`config.mk`:
```
export PLATFORM = sky130hd
export DESIGN_NAME = sorted_priority_queue_flat
export DESIGN_NICKNAME = d
export VERILOG_FILES = /design/src/spq_pkg.sv /design/src/spq_if.sv /design/src/spq_front.sv /design/src/spq_back.sv /design/src/sorted_priority_queue.sv /design/src/flat_wrapper.sv
export VERILOG_INCLUDE_DIRS = /design/src /design/src/src
export SDC_FILE = /design/constraint.sdc
export NUM_CORES = 1
export LEC_CHECK = 0
export BUFFER_PORTS_ARGS = -buffer_cell sky130_fd_sc_hd__buf_2
export CAP_MARGIN = 15
export CORE_MARGIN = 3
export CORE_UTILIZATION = 40
export CTS_BUF_LIST = sky130_fd_sc_hd__clkbuf_4 sky130_fd_sc_hd__clkbuf_8
export DETAILED_ROUTE_END_ITERATION = 16
export HOLD_SLACK_MARGIN = 0.03
export PLACE_DENSITY = 0.59
export SLEW_MARGIN = 20
export SYNTH_ARGS = -nofsm -noshare
export SYNTH_HDL_FRONTEND = slang
export SYNTH_SLANG_ARGS = --single-unit
```
`constraint.sdc`:
```
create_clock -name i_clk -period 5.9 [get_ports i_clk]
set_input_delay 0.295 -clock i_clk [delete_from_list [all_inputs] [get_ports i_clk]]
set_output_delay 0.295 -clock i_clk [all_outputs]
set_load 0.01 [all_outputs]
```
`src/sorted_priority_queue_defines.svh`:
```
// Assertion macros for the sorted priority queue.
// Included by the top level only; no other dependencies.
`ifndef SORTED_PRIORITY_QUEUE_DEFINES_SVH
`define SORTED_PRIORITY_QUEUE_DEFINES_SVH
`ifndef SYNTHESIS
`define SPQ_ASSERT_IMP(label, cond, prop) \
    label: assert property (@(posedge i_clk) disable iff (!i_rst_n) (cond) |-> (prop)) \
        else $error("assertion failed");
`define SPQ_ASSERT_NXT(label, cond, prop) \
    label: assert property (@(posedge i_clk) disable iff (!i_rst_n) (cond) |=> (prop)) \
        else $error("assertion failed");
`else
`define SPQ_ASSERT_IMP(label, cond, prop)
`define SPQ_ASSERT_NXT(label, cond, prop)
`endif
`endif

```
`src/spq_pkg.sv`:
```
// Package of the sorted priority queue: field widths, codes and word types.
// No dependencies; every other file but the assertion macro header uses it by scoped names.
package spq_pkg;

    localparam int DATA_W = 32;
    localparam int PRIO_W = 8;
    localparam int FILL_W = 4;

    typedef enum logic [0:0] {
        OP_INSERT = 1'b0,
        OP_REMOVE = 1'b1
    } t_op;

    typedef enum logic [1:0] {
        ST_DONE  = 2'd0,
        ST_FULL  = 2'd1,
        ST_EMPTY = 2'd2
    } t_status;

    // A classified request as it waits in the front queue.
    typedef struct packed {
        t_op                       op;
        logic signed [DATA_W-1:0]  data;
        logic        [PRIO_W-1:0]  prio;
    } t_cmd;

    typedef struct packed {
        t_status                   status;
        logic signed [DATA_W-1:0]  out_data;
        logic        [PRIO_W-1:0]  out_priority;
        logic        [FILL_W-1:0]  fill_level;
    } t_rsp;

endpackage

```
`src/spq_if.sv`:
```
// Request and response channel interfaces of the sorted priority queue.
// Depends on spq_pkg for widths and the status code.
interface spq_req_if;
    logic                              valid;
    logic                              ready;
    logic                              req_type;
    logic signed [spq_pkg::DATA_W-1:0] item_data;
    logic        [spq_pkg::PRIO_W-1:0] item_priority;

    modport source(output valid, output req_type, output item_data, output item_priority,
                   input ready);
    modport sink(input valid, input req_type, input item_data, input item_priority,
                 output ready);
endinterface

interface spq_rsp_if;
    logic                              valid;
    logic                              ready;
    spq_pkg::t_status                  status;
    logic signed [spq_pkg::DATA_W-1:0] out_data;
    logic        [spq_pkg::PRIO_W-1:0] out_priority;
    logic        [spq_pkg::FILL_W-1:0] fill_level;

    modport source(output valid, output status, output out_data, output out_priority,
                   output fill_level, input ready);
    modport sink(input valid, input status, input out_data, input out_priority,
                 input fill_level, output ready);
endinterface

```
`src/spq_front.sv`:
```
// Front end: accepts request words, decodes the operation and holds them
// in a two-entry queue. Depends on spq_pkg and spq_req_if.
module spq_front (
    input  logic          i_clk,
    input  logic          i_rst_n,
    spq_req_if.sink       i_req,
    output spq_pkg::t_cmd o_cmd,
    output logic          o_cmd_valid,
    input  logic          i_cmd_take
);

    spq_pkg::t_cmd r_slot [2];
    logic          r_wr_ptr, n_wr_ptr;
    logic          r_rd_ptr, n_rd_ptr;
    logic [1:0]    r_cnt, n_cnt;
    logic          push;
    logic          pop;
    spq_pkg::t_cmd in_cmd;

    assign i_req.ready = (r_cnt != 2'd2);
    assign push        = i_req.valid && i_req.ready;
    assign pop         = o_cmd_valid && i_cmd_take;
    assign o_cmd_valid = (r_cnt != 2'd0);
    assign o_cmd       = r_slot[r_rd_ptr];

    always_comb begin
        in_cmd.op   = spq_pkg::t_op'(i_req.req_type);
        in_cmd.data = i_req.item_data;
        in_cmd.prio = i_req.item_priority;
    end

    always_comb begin
        n_wr_ptr = push ? ~r_wr_ptr : r_wr_ptr;
        n_rd_ptr = pop ? ~r_rd_ptr : r_rd_ptr;
        n_cnt    = r_cnt + {1'b0, push} - {1'b0, pop};
    end

    always_ff @(posedge i_clk) begin
        if (!i_rst_n) begin
            r_wr_ptr <= 1'b0;
            r_rd_ptr <= 1'b0;
            r_cnt    <= 2'd0;
        end else begin
            r_wr_ptr <= n_wr_ptr;
            r_rd_ptr <= n_rd_ptr;
            r_cnt    <= n_cnt;
        end
    end

    always_ff @(posedge i_clk) begin
        if (push) begin
            r_slot[r_wr_ptr] <= in_cmd;
        end
    end

endmodule

```
`src/spq_back.sv`:
```
// Back end: the sorted row of entry cells, the entry count and the
// response register. Depends on spq_pkg and spq_rsp_if.
module spq_back #(
    parameter int CAPACITY = 8
) (
    input  logic          i_clk,
    input  logic          i_rst_n,
    input  spq_pkg::t_cmd i_cmd,
    input  logic          i_cmd_valid,
    output logic          o_cmd_take,
    spq_rsp_if.source     o_rsp
);

    localparam int CNT_W = $clog2(CAPACITY + 1);

    logic        [spq_pkg::PRIO_W-1:0] r_prio [CAPACITY];
    logic        [spq_pkg::PRIO_W-1:0] n_prio [CAPACITY];
    logic signed [spq_pkg::DATA_W-1:0] r_data [CAPACITY];
    logic signed [spq_pkg::DATA_W-1:0] n_data [CAPACITY];
    logic        [CNT_W-1:0]           r_count, n_count;
    spq_pkg::t_rsp                     r_rsp, n_rsp;
    logic                              r_rsp_valid, n_rsp_valid;

    logic [CAPACITY-1:0]               gt;
    logic [CAPACITY-1:0]               gt_prev;
    logic        [spq_pkg::PRIO_W-1:0] prev_prio [CAPACITY];
    logic signed [spq_pkg::DATA_W-1:0] prev_data [CAPACITY];
    logic        [spq_pkg::PRIO_W-1:0] next_prio [CAPACITY];
    logic signed [spq_pkg::DATA_W-1:0] next_data [CAPACITY];
    logic                              full;
    logic                              empty;
    logic [CNT_W+spq_pkg::FILL_W-1:0]  fill_ext;

    assign full       = (r_count == CNT_W'(CAPACITY));
    assign empty      = (r_count == '0);
    assign o_cmd_take = i_cmd_valid && (!r_rsp_valid || o_rsp.ready);

    // Each cell compares its own priority against the incoming one; the row
    // is sorted, so the flags form one run from the insert point to the last occupied cell.
    always_comb begin
        for (int i = 0; i < CAPACITY; i++) begin
            gt[i] = (CNT_W'(i) < r_count) && (r_prio[i] > i_cmd.prio);
        end
        gt_prev      = {gt[CAPACITY-2:0], 1'b0};
        prev_prio[0] = i_cmd.prio;
        prev_data[0] = i_cmd.data;
        for (int i = 1; i < CAPACITY; i++) begin
            prev_prio[i] = r_prio[i-1];
            prev_data[i] = r_data[i-1];
        end
        for (int i = 0; i < CAPACITY - 1; i++) begin
            next_prio[i] = r_prio[i+1];
            next_data[i] = r_data[i+1];
        end
        next_prio[CAPACITY-1] = r_prio[CAPACITY-1];
        next_data[CAPACITY-1] = r_data[CAPACITY-1];
    end

    always_comb begin
        n_prio      = r_prio;
        n_data      = r_data;
        n_count     = r_count;
        n_rsp       = r_rsp;
        n_rsp_valid = r_rsp_valid && !o_rsp.ready;
        fill_ext    = '0;
        if (o_cmd_take) begin
            n_rsp_valid        = 1'b1;
            n_rsp.status       = spq_pkg::ST_DONE;
            n_rsp.out_data     = '0;
            n_rsp.out_priority = '0;
            case (i_cmd.op)
                spq_pkg::OP_INSERT: begin
                    if (full) begin
                        n_rsp.status = spq_pkg::ST_FULL;
                    end else begin
                        // The first free cell takes the last shifted entry when
                        // the run of greater cells reaches it, else the new one.
                        for (int i = 0; i < CAPACITY; i++) begin
                            if (gt[i] || (CNT_W'(i) == r_count)) begin
                                n_prio[i] = gt_prev[i] ? prev_prio[i] : i_cmd.prio;
                                n_data[i] = gt_prev[i] ? prev_data[i] : i_cmd.data;
                            end
                        end
                        n_count = r_count + CNT_W'(1);
                    end
                end
                spq_pkg::OP_REMOVE: begin
                    if (empty) begin
                        n_rsp.status = spq_pkg::ST_EMPTY;
                    end else begin
                        n_rsp.out_data     = r_data[0];
                        n_rsp.out_priority = r_prio[0];
                        n_prio             = next_prio;
                        n_data             = next_data;
                        n_count            = r_count - CNT_W'(1);
                    end
                end
                default: begin
                end
            endcase
            fill_ext         = {{spq_pkg::FILL_W{1'b0}}, n_count};
            n_rsp.fill_level = fill_ext[spq_pkg::FILL_W-1:0];
        end
    end

    always_ff @(posedge i_clk) begin
        if (!i_rst_n) begin
            r_count     <= '0;
            r_rsp_valid <= 1'b0;
        end else begin
            r_count     <= n_count;
            r_rsp_valid <= n_rsp_valid;
        end
    end

    always_ff @(posedge i_clk) begin
        r_prio <= n_prio;
        r_data <= n_data;
        r_rsp  <= n_rsp;
    end

    assign o_rsp.valid        = r_rsp_valid;
    assign o_rsp.status       = r_rsp.status;
    assign o_rsp.out_data     = r_rsp.out_data;
    assign o_rsp.out_priority = r_rsp.out_priority;
    assign o_rsp.fill_level   = r_rsp.fill_level;

endmodule

```
`src/sorted_priority_queue.sv`:
```
// Sorted priority queue top level: front queue plus sorted cell row.
// A word accepted into the front queue is registered there; the back end then registers
// its response in the response register, where it waits for the sink to take it.
// Throughput: one word per cycle while the sink keeps ready high; each request is
// one parallel update of the cell row, so the rate does not depend on CAPACITY.
// Reset (synchronous, active low) empties the queue and drops pending words.
`include "sorted_priority_queue_defines.svh"

module sorted_priority_queue #(
    parameter int CAPACITY = 8
) (
    input  logic      i_clk,
    input  logic      i_rst_n,
    spq_req_if.sink   i_req,
    spq_rsp_if.source o_rsp
);

    // Low bits of the capacity as the fill level reports them when full.
    localparam logic [spq_pkg::FILL_W-1:0] LP_CAP_FILL = CAPACITY[spq_pkg::FILL_W-1:0];

    // Request words handed from the front queue to the back end.
    spq_pkg::t_cmd cmd;
    logic          cmd_valid;
    logic          cmd_take;

    // The front end decodes each request word and parks it in a two-entry
    // queue, so input acceptance continues, until both entries fill, while the back end is
    // stalled by a response that the sink has not yet taken.
    spq_front u_front (
        .i_clk       (i_clk),
        .i_rst_n     (i_rst_n),
        .i_req       (i_req),
        .o_cmd       (cmd),
        .o_cmd_valid (cmd_valid),
        .i_cmd_take  (cmd_take)
    );

    // The back end holds the entries sorted by ascending priority. An insert
    // shifts every entry of greater priority up by one cell, which keeps ties
    // in arrival order; a remove returns cell zero and shifts the rest down.
    // Every request produces one response word in the output register.
    spq_back #(
        .CAPACITY (CAPACITY)
    ) u_back (
        .i_clk       (i_clk),
        .i_rst_n     (i_rst_n),
        .i_cmd       (cmd),
        .i_cmd_valid (cmd_valid),
        .o_cmd_take  (cmd_take),
        .o_rsp       (o_rsp)
    );

    // A word taken by the back end always leaves a response the next cycle.
    `SPQ_ASSERT_NXT(a_take_gives_rsp, cmd_take, o_rsp.valid)
    // The back end never takes a word the front queue does not hold.
    `SPQ_ASSERT_IMP(a_take_needs_word, cmd_take, cmd_valid)
    // A full response reports the queue at capacity.
    `SPQ_ASSERT_IMP(a_full_level, o_rsp.valid && o_rsp.status == spq_pkg::ST_FULL, o_rsp.fill_level == LP_CAP_FILL)
    // An empty response reports an empty queue and carries no entry.
    `SPQ_ASSERT_IMP(a_empty_zero, o_rsp.valid && o_rsp.status == spq_pkg::ST_EMPTY, o_rsp.fill_level == '0 && o_rsp.out_data == '0)

endmodule

```
`src/flat_wrapper.sv`:
```
// flat-port wrapper written by rule: the top's interface ports become plain ports
module sorted_priority_queue_flat 
#(
    parameter int CAPACITY = 8
)
  (i_clk, i_rst_n, i_req_valid, i_req_req_type, i_req_item_data, i_req_item_priority, i_req_ready, o_rsp_valid, o_rsp_status, o_rsp_out_data, o_rsp_out_priority, o_rsp_fill_level, o_rsp_ready);
  spq_req_if i_req_i ();
  spq_rsp_if o_rsp_i ();
  input  logic i_clk;
  input  logic i_rst_n;
  input wire logic [$bits(i_req_i.valid)-1:0] i_req_valid;
  input wire logic [$bits(i_req_i.req_type)-1:0] i_req_req_type;
  input wire logic [$bits(i_req_i.item_data)-1:0] i_req_item_data;
  input wire logic [$bits(i_req_i.item_priority)-1:0] i_req_item_priority;
  output wire logic [$bits(i_req_i.ready)-1:0] i_req_ready;
  output wire logic [$bits(o_rsp_i.valid)-1:0] o_rsp_valid;
  output wire logic [$bits(o_rsp_i.status)-1:0] o_rsp_status;
  output wire logic [$bits(o_rsp_i.out_data)-1:0] o_rsp_out_data;
  output wire logic [$bits(o_rsp_i.out_priority)-1:0] o_rsp_out_priority;
  output wire logic [$bits(o_rsp_i.fill_level)-1:0] o_rsp_fill_level;
  input wire logic [$bits(o_rsp_i.ready)-1:0] o_rsp_ready;
  assign i_req_i.valid = i_req_valid;
  assign i_req_i.req_type = i_req_req_type;
  assign i_req_i.item_data = i_req_item_data;
  assign i_req_i.item_priority = i_req_item_priority;
  assign i_req_ready = i_req_i.ready;
  assign o_rsp_valid = o_rsp_i.valid;
  assign o_rsp_status = o_rsp_i.status;
  assign o_rsp_out_data = o_rsp_i.out_data;
  assign o_rsp_out_priority = o_rsp_i.out_priority;
  assign o_rsp_fill_level = o_rsp_i.fill_level;
  assign o_rsp_i.ready = o_rsp_ready;
  sorted_priority_queue #(.CAPACITY(CAPACITY)) u_core (.i_clk(i_clk), .i_rst_n(i_rst_n), .i_req(i_req_i), .o_rsp(o_rsp_i));
endmodule
```
==> results.toml <==
[grt]
grtUsageMet1_pct = 28.66
grtUsageMet3_pct = 3.751
grt_overflow = 0
antenna_found_initial = 1
grt_pass1_vias = 15856
busiest_layer = "met2"
grtUsageTotal_pct = 20.88
grt_start_max_net_pins = 231
use_met2_pct = 32.94
grt_pass1_wl_mm = 92.86

[placed_design]
dp_hpwl_mm = 35.23
place.gp.congestion = 0.8518
port_buffers = 92

[die]
coreArea_sq_um = 54130
die-area_sq_um = 57810
die_h_um = 240.4
initial_core_util_pct = 40.61
rows = 85
dieWidth_um = 240.4
io_pins = 93

[detailed_routing]
ant_nets = 0
dr.pass1.iters = 5
post_drt_wl_per_cell_um = 22.22
route.detailed.drc = 0
viasPerCell = 5.792
wl_mm = 60.44
vias = 15755
drtIter0Drc = 1651

[sta]
finClkSkew_ns = 0.03499
whs_ns = 0.1304
slew_headroom_pct = 24.74
drv_slew = 0
setup_tns_ns = 0
hold_violations = 0
fin_crit_sh_pct = 73.70
setup-violations-final = 0
rsz0062_at_grt = "false"
worst_pin_slew_ns = 1.119
fmax_ghz = 0.2300
min_period_ns = 4.348

[clocking]
tritoncts = "built"
post_cts_buffers = 0
ctsLongestPathBuffers = 3
clock_latency_ns = 0.67
clkSlewWorstSetupHoldPaths_ns = 0.06
cts_sinks = 458
cts_hold_buffers = 42
cts_made_buffers = 82
cts-root-buf = "clkbuf_8"
h-tree-depth = 3
post_cts_resized = 0

[power_and_ir_drop]
p_sw_mw = 5.324
cellPowerDensity_nw_per_um2 = 544.8
p_sw_share_pct = 38.61
ir_drop_mv = 0.2676
p_leak_nw = 9.960
power_frac_clock_pct = 21.5
internal-power_mw = 8.467
power.share.sequential_pct = 41.2
power.share.combinational_pct = 37.2

[layout]
diodes = 0
syn_to_final_growth_pct = 15.14
final_cell_mix = "edfxtp_1, nand2_1, inv_1"
nFillCells = 4905
final_common_cell = "edfxtp_1"
final_layout_size_suffix_gt1_share_pct = 15.61
final_nets = 2077

[synthesis]
yosysWarnings = 0
synth_area_leaders = "edfxtp_1, o221ai_1, nand2_1"
syn-instance-count = 1833
synth_top_area_share_pct = 61.19
postSynthNetCount = 1948
yosysUniqueCellTypes = 52
async_flop_share_pct = 0
ys_seq_area_share_pct = 62.10
synth_area_per_cell_sq_um = 11.99
synth_edf_count = 448
syn-cell-area_sq_um = 21980
synth_largest_area_cell = "edfxtp_1"
synth_ff_type = "edfxtp_1"
ys_ff_latch = 458

[critical_path]
endpoint_kind = "register"
rr_worst_depth = 10
start_kind = "register"
r2r_slack_ns = 1.55
arrival_ns = 4.67
critPathKind = "reg2reg"
critPathCapture = "u_core.u_back.next_data[100]"
critical_path.max_fanout = 35
cp.required_ns = 6.22
r2r_end = "u_core.u_back.next_data[100]"

[job]
drv_cap = 0

[outcome]
status = "completed"

[worst_hold_path]
hp-class = "in2reg"
whs_path_depth = 3
==> how the worst min path moves through the flow <==
stage                      startpoint                      endpoint  slack (ns)
6_report                  o_rsp_ready     u_core.u_back.o_rsp.valid        0.13
3_3_place_gp       i_req_item_data[1]   u_core.u_front.r_slot[0][9]        0.48
2_1_floorplan  i_req_item_priority[0]   u_core.u_front.r_slot[0][0]        0.39
3_5_place_dp      i_req_item_data[31]  u_core.u_front.r_slot[1][39]        0.49
5_1_grt                   o_rsp_ready     u_core.u_back.o_rsp.valid        0.15
4_1_cts                   o_rsp_ready      u_core.u_back.r_count[1]        0.08
==> cell families after synthesis <==
kind of cell	after synthesis	share of synthesized area (%)
compound gates	424	14.83
flops	458	62.10
mux	77	3.705
xor+xnor	6	0.2390
buf+inv	331	5.771
fa+ha+maj	70	3.984
simple gates	467	9.368
==> metal layers <==
metal / share of wire (%) / wire (um)
met3: 7.5 / 4531
met4: 3.4 / 2044
met5: 0 / 0
met2: 46 / 27790
met1: 43 / 26080
==> sequential cells by signal, summed over array words and instances, names as in the netlist, 2 cells and up, named ones only <==
register                          flops
u_core.u_back.next_data             224
u_core.u_back.next_prio              56
u_core.u_back.o_rsp.fill_level        4
u_core.u_back.o_rsp.out_data         32
u_core.u_back.o_rsp.out_priority      8
u_core.u_back.o_rsp.status            2
u_core.u_back.prev_data              32
u_core.u_back.prev_prio               8
u_core.u_back.r_count                 4
u_core.u_front.r_cnt                  2
u_core.u_front.r_slot                82
==> critical path, cell delays in order (launching register included) <==
cell       delay, ns
dfxtp_2         0.47
buf_4           0.49
mux2i_1         0.26
buf_4           0.24
ha_1            0.27
and4_1          0.18
nand2_1         0.08
o2111ai_1       0.37
and2_1          0.45
a31oi_4         0.74
buf_4           0.44
==> cells in the mapped netlist, types with 4 or more instances <==
| cell type | number |
|---|---|
| and2_1 | 12 |
| mux2i_1 | 42 |
| buf_1 | 15 |
| buf_2 | 15 |
| and4_1 | 11 |
| a21o_1 | 12 |
| a211oi_1 | 12 |
| o311ai_0 | 9 |
| o211ai_1 | 16 |
| nand2_1 | 327 |
| nor3_1 | 11 |
| inv_1 | 209 |
| o221ai_1 | 194 |
| xnor2_1 | 5 |
| a211o_1 | 4 |
| nor2b_1 | 10 |
| a21oi_1 | 68 |
| o31a_1 | 5 |
| nor2_1 | 24 |
| a221o_1 | 35 |
| clkbuf_1 | 91 |
| dfxtp_1 | 10 |
| and3_1 | 43 |
| nand4_1 | 7 |
| edfxtp_1 | 448 |
| o21ai_0 | 47 |
| or3_1 | 4 |
| nand3_1 | 9 |
| mux2_2 | 35 |
| ha_1 | 70 |
==> power by group through the flow <==
| stage | clock (mW) | combinational (mW) | sequential [mW] |
|---|---|---|---|
| after detailed placement | 0 | 5.08 | 5.74 |
| after floorplan | 0 | 3.32 | 5.66 |
| final | 2.97 | 5.13 | 5.69 |
| after CTS | 3.05 | 5.13 | 5.68 |
| after global routing | 3.19 | 5.66 | 5.78 |
| after global placement | 0 | 4.94 | 5.72 |
==> stage by stage <==
stage | area [sq um] | total power [mW] | worst slack (ns) | instances | utilization [%]
3_3_place_gp | 23250 | 10.66 | 1.576 | 2531 | 42.95
2_1_floorplan | 21980 | 8.979 | 0.4431 | 1833 | -
5_1_grt | 25310 | 14.64 | 1.253 | 2720 | 46.76
6_report | 25310 | 13.79 | 1.552 | 2720 | 46.76
3_5_place_dp | 23260 | 10.82 | 1.454 | 2531 | 42.96
4_1_cts | 25280 | 13.86 | 1.387 | 2719 | 46.70
==> area by class of cell <==
cell class / instances / area, sq um / area share [%]
well taps: 696 / 870.8 / 3.440
clock inverters: 34 / 237.7 / 0.9392
multi-input cells: 1044 / 7226 / 28.55
inverters: 209 / 784.5 / 3.099
repair buffers: 167 / 1174 / 4.636
flip-flops and latches: 458 / 13650 / 53.94
clock buffers: 112 / 1366 / 5.398
Power figures use the tool's default switching activity.
